$ cat src/design/dpp_pkg.sv
// Shared constants and types for the disparity-to-point back-projection pipeline.
package dpp_pkg;

  // Fixed field widths
  localparam int unsigned WORD_W     = 32;
  localparam int unsigned BYTE_W     = 8;
  localparam int unsigned BYTE_SHIFT = 8;
  localparam int unsigned FRAC_W     = 16;
  localparam int unsigned CFG_IDX_W  = 3;

  // Depth numerator is 1.0 in Q16.16 over a Q8.24 denominator: 2^40
  localparam int unsigned Z_ONE_BIT  = 40;

  // Quotient bits produced by each divider pipeline
  localparam int unsigned DIV_STAGES = 32;

  // Default parameter values
  localparam int unsigned COORD_BITS_DEF = 11;
  localparam int unsigned DISP_BITS_DEF  = 11;

  // Register reset values
  localparam logic        RST_BIG_ENDIAN = 1'b0;
  localparam logic [31:0] RST_OFFSET_A   = 32'd55868375;
  localparam logic [31:0] RST_SCALE_B    = 32'hFFFF_3A2D;
  localparam logic [31:0] RST_FOCAL_X    = 32'd34406400;
  localparam logic [31:0] RST_FOCAL_Y    = 32'd34406400;
  localparam logic [31:0] RST_CENTER_X   = 32'd20971520;
  localparam logic [31:0] RST_CENTER_Y   = 32'd15728640;

  // Saturation limits of the signed Q16.16 outputs
  localparam logic [31:0] SAT_POS = 32'h7FFF_FFFF;
  localparam logic [31:0] SAT_NEG = 32'h8000_0000;

  // Register indexes
  typedef enum logic [CFG_IDX_W-1:0] {
    REG_BIG_ENDIAN = 3'd0,
    REG_OFFSET_A   = 3'd1,
    REG_SCALE_B    = 3'd2,
    REG_FOCAL_X    = 3'd3,
    REG_FOCAL_Y    = 3'd4,
    REG_CENTER_X   = 3'd5,
    REG_CENTER_Y   = 3'd6
  } cfg_reg_e;

  // Side data carried alongside the depth divider
  typedef struct packed {
    logic        inv;
    logic        satz;
    logic [31:0] magx;
    logic        negx;
    logic [31:0] magy;
    logic        negy;
  } depth_sb_t;

  // Side data carried alongside the projection dividers
  typedef struct packed {
    logic        inv;
    logic [31:0] z;
    logic        satx;
    logic        negx;
    logic        saty;
    logic        negy;
  } proj_sb_t;

endpackage

$ cat src/design/dpp_div_pipe.sv
// Pipelined restoring divider: one quotient bit per register stage.
module dpp_div_pipe import dpp_pkg::*; #(
  parameter int unsigned DW = 32
) (
  input  logic                  clk_i,
  input  logic                  en_i,
  input  logic [DW-1:0]         rem_i,   // upper numerator part, below div_i
  input  logic [DIV_STAGES-1:0] lo_i,    // low numerator bits
  input  logic [DW-1:0]         div_i,
  output logic [DIV_STAGES-1:0] quo_o
);

  logic [DW-1:0]         rem_q [DIV_STAGES];
  logic [DIV_STAGES-1:0] lo_q  [DIV_STAGES];
  logic [DW-1:0]         div_q [DIV_STAGES];

  for (genvar k = 0; k < DIV_STAGES; k++) begin : g_step
    logic [DW-1:0]         rem_in;
    logic [DIV_STAGES-1:0] lo_in;
    logic [DW-1:0]         div_in;
    logic [DW:0]           part;
    logic [DW:0]           diff;
    logic                  ge;

    if (k == 0) begin : g_first
      assign rem_in = rem_i;
      assign lo_in  = lo_i;
      assign div_in = div_i;
    end else begin : g_next
      assign rem_in = rem_q[k-1];
      assign lo_in  = lo_q[k-1];
      assign div_in = div_q[k-1];
    end

    // shift in the next numerator bit, subtract when it fits
    assign part = {rem_in, lo_in[DIV_STAGES-1]};
    assign ge   = part >= {1'b0, div_in};
    assign diff = part - {1'b0, div_in};

    always_ff @(posedge clk_i) begin
      if (en_i) begin
        rem_q[k] <= ge ? diff[DW-1:0] : part[DW-1:0];
        lo_q[k]  <= {lo_in[DIV_STAGES-2:0], ge};
        div_q[k] <= div_in;
      end
    end
  end

  assign quo_o = lo_q[DIV_STAGES-1];

endmodule

$ cat config.mk
export PLATFORM = sky130hd
export DESIGN_NAME = dpp_div_pipe
export DESIGN_NICKNAME = d
export VERILOG_FILES = /design/src/design/dpp_pkg.sv /design/src/design/dpp_div_pipe.sv
export SDC_FILE = /design/constraint.sdc
export NUM_CORES = 2
export LEC_CHECK = 0
export ABC_CLOCK_PERIOD_IN_PS = 4760
export BUFFER_PORTS_ARGS = -buffer_cell sky130_fd_sc_hd__clkbuf_2
export CORE_MARGIN = 2
export CORE_UTILIZATION = 64
export DETAILED_ROUTE_END_ITERATION = 8
export GPL_TIMING_DRIVEN = 1
export HOLD_SLACK_MARGIN = 0.02
export PLACE_DENSITY = 0.86
export SYNTH_ARGS = -nofsm -noshare
export SYNTH_HDL_FRONTEND = slang
export SYNTH_SLANG_ARGS = --single-unit
$ cat constraint.sdc
create_clock -name clk_i -period 4.76 [get_ports clk_i]
set_input_delay 0.952 -clock clk_i [delete_from_list [all_inputs] [get_ports clk_i]]
set_output_delay 0.952 -clock clk_i [all_outputs]
set_load 0.01 [all_outputs]
==> reports/qor.yml <==
clock_network:
  cts_buffer_depth: 4
  cts_setup_buffers: 0
  cts_tree: "built"
  cts_hold_buf: 0
  cts_max_level: 5
  clkSinkCount: 3008
  insertion_delay_ns: 0.98
  root_buffer: "clkbuf_16"
  cts_resized: 0
  cts_buffers: 321
  clk_pin_slew_ns: 0.06
critical_path:
  crit_fanout: 37
  ff2ff_path_depth: 12
  cp-start-kind: "register"
  critPathCaptureType: "register"
  critPathKind: "register to register"
  crit_arrival_ns: 5.23
  crit_required_ns: 5.43
timing:
  timing.fmax_mhz: 219
  relSlewSlack: 0.150
  setup_tns_ns: 0
  setup_viol: 0
  hold_viol_final: 0
  fin_crit_ns: 4.56
  worst_pin_slew_ns: 1.27
  finClkSkew_ns: 0.0736
  rsz0062_at_grt: "false"
  timing.final.max_slew_violations: 0
  min_period_over_period: 0.959
global_route:
  grt_max_degree: 106
  antenna_found_initial: 5
  grt_pass1_wl_um: 571000
  grt_pass1_vias: 99800
  track_usage: 0.299
  overflow: 0
synthesis:
  synth_enable_flop_cells: 3008
  ys_ff_latch: 3008
  synth_top_area_cell: "edfxtp_1"
  synth-main-ff-cell: "edfxtp_1"
  yosysTopAreaCellShare: 0.584
  async_flop_share: 0
  syn-num-nets: 13900
  yosysUniqueCellTypes: 107
  netlist_area_um2: 155000
  synthCells: 12700
  syn_avg_cell_area_um2: 12.2
  synth_warnings: 0
  synthTopCellsByArea: "edfxtp_1 (58%), ha_1 (8.3%), inv_1 (3.1%)"
  yosysSeqAreaShare: 0.584
die:
  dieArea_um2: 246000
  coreArea_um2: 241000
  row_count: 180
  io_pins: 130
  die_h_um: 496
  die_w_um: 496
  start_util: 0.644
drt:
  viasPerCell: 6.15
  postRouteWirelength_um: 373000
  via_count: 101000
  ant_nets: 0
  drt_iter0_drc: 9801
  drc_errors: 0
  wl_per_cell_um: 22.6
  drt_first_pass_iters: 6
final_layout:
  area_delta_synth_final_pct: 10.2
  drive_above_1_share: 0.0972
  layout.nets: 14200
  stdcell_count: 16500
  nFillCells: 16400
place:
  place_congestion: 0.928
  dpl.cell_count: 15900
  port_buffers: 129
  hpwl_um: 274000
worst_hold_path:
  hold_depth: 1
  hold_path_class: "primary input to register"
power:
  ir_drop_uv: 493
  power_density_nw_per_um2: 709
  power_leakage_nw: 69.3
flow_run:
  cap_viol_max_count: 0
run_status:
  outcome: "complete, no violations"
==> state kept, by name, summed over array words and instances (netlist names) <==
signal and cells:
div_q 992, lo_q 1024, rem_q 992
==> worst paths after layout <==
kind | from | endpoint | slack (ns)
worst min-delay path | lo_i[23] | lo_q[0][24] | 0.16
worst min register to register | lo_q[0][18] | lo_q[1][19] | 0.38
worst max-delay path | rem_q[8][1] | rem_q[9][11] | 0.20
worst max register to register | rem_q[8][1] | rem_q[9][11] | 0.20
==> synthesized netlist by cell type (23+ instances only) <==
cell,count
o21bai_1,115
a211oi_1,70
xnor2_1,497
edfxtp_1,3008
nor2b_1,164
nand2b_1,140
fa_1,31
nand3_1,223
and2_1,38
o31a_1,27
o21a_1,128
nand4_1,152
a21boi_0,29
clkbuf_1,230
and3_1,106
nor2_1,513
a31o_2,24
a31oi_1,101
a21o_1,524
nor3_1,142
or2_2,41
mux2i_1,34
nor4_1,34
o21ai_0,881
mux2_2,402
buf_2,49
a221o_1,23
a21oi_1,893
o31ai_1,79
a211o_1,28
o21ai_1,25
mux2_4,27
or3_1,37
inv_1,1287
ha_1,1024
nand2_1,903
o211ai_1,32
xor2_1,354
==> where the power goes <==
group | total, mW | internal [mW] | switching, mW
Clock | 24.5 | 14.3 | 10.2
Sequential | 42.9 | 38.4 | 4.41
Combinational | 53.6 | 23.0 | 30.5
==> layout make-up <==
cell class / count / area [µm²] / area share
inverters: 1288 / 4830 / 0.0284
diodes: 2 / 5.00 / 0.0000294
clock buffers: 377 / 8310 / 0.0487
clock inverters: 174 / 1810 / 0.0106
flip-flops and latches: 3008 / 90300 / 0.530
multi-input cells: 8132 / 58500 / 0.343
repair buffers: 316 / 2700 / 0.0158
well taps: 3185 / 3990 / 0.0234
==> critical path, cell delays in order, from the launching register on <==
cell	delay (ns)
edfxtp_1	0.40
ha_1	0.41
o21a_1	0.16
o31a_1	0.20
nor3_1	0.09
buf_4	0.14
o211ai_1	0.35
o21ai_0	0.24
o21ai_0	0.41
a31o_2	0.22
a21oi_1	0.17
a21oi_4	1.03
mux2_2	0.43
==> kinds of logic after synthesis <==
kind of cell               after synthesis  synth area share
and+or+nand+nor                       2569            0.0790
DFF                                   3008             0.584
muxes                                  465            0.0342
adders and majority gates             1055            0.0868
xor gates and xnor gates               851            0.0481
AOI/OAI and AO/OA                     3192             0.129
buffers and inverters                 1589            0.0395
==> cells in the final DEF, fill, tap and decap left out, types with 32 or more instances in the layout <==
| cell | n |
|---|---|
| nand3_1 | 223 |
| nor2_1 | 513 |
| nand4_1 | 152 |
| mux2_2 | 402 |
| xor2_1 | 354 |
| o31ai_1 | 77 |
| clkbuf_2 | 128 |
| xnor2_1 | 497 |
| a21oi_1 | 891 |
| o21a_1 | 128 |
| o21bai_1 | 114 |
| bufinv_16 | 35 |
| inv_1 | 1287 |
| o211ai_1 | 32 |
| a21o_1 | 524 |
| edfxtp_1 | 3008 |
| and3_1 | 106 |
| mux2i_1 | 34 |
| clkinv_1 | 67 |
| and2_1 | 38 |
| buf_12 | 52 |
| o21ai_0 | 880 |
| nand2b_1 | 140 |
| a31oi_1 | 101 |
| clkinv_2 | 40 |
| nor3_1 | 142 |
| clkbuf_16 | 324 |
| buf_4 | 136 |
| a211oi_1 | 69 |
| clkbuf_1 | 53 |
| nand2_1 | 902 |
| nor2b_1 | 164 |
| or3_1 | 37 |
| or2_2 | 41 |
| nor4_1 | 34 |
| ha_1 | 1024 |
==> per-layer routing <==
layer,up-vias,global-route usage,wire length [µm],share of wire
met2,3662,0.520,187000,0.50
met3,949,0.0354,20300,0.054
met1,49200,0.383,150000,0.40
met4,2,0.117,16000,0.043
met5,-,0,12,0.000032
li1,47500,-,-,-
==> per-stage QoR <==
step	utilization	area [µm²]	hold slack, ns	worst slack, ns	power (mW)
final	0.709	171000	0.163	0.195	121
after global routing	0.709	171000	0.127	0.00567	128
after CTS	0.709	171000	0.111	0.272	121
after detailed placement	0.667	160000	0.405	0.339	95.5
after global placement	0.667	160000	0.400	0.361	94.1
after floorplan	-	155000	0.400	0.662	80.2
No activity file was read; power rests on OpenSTA's default activity.
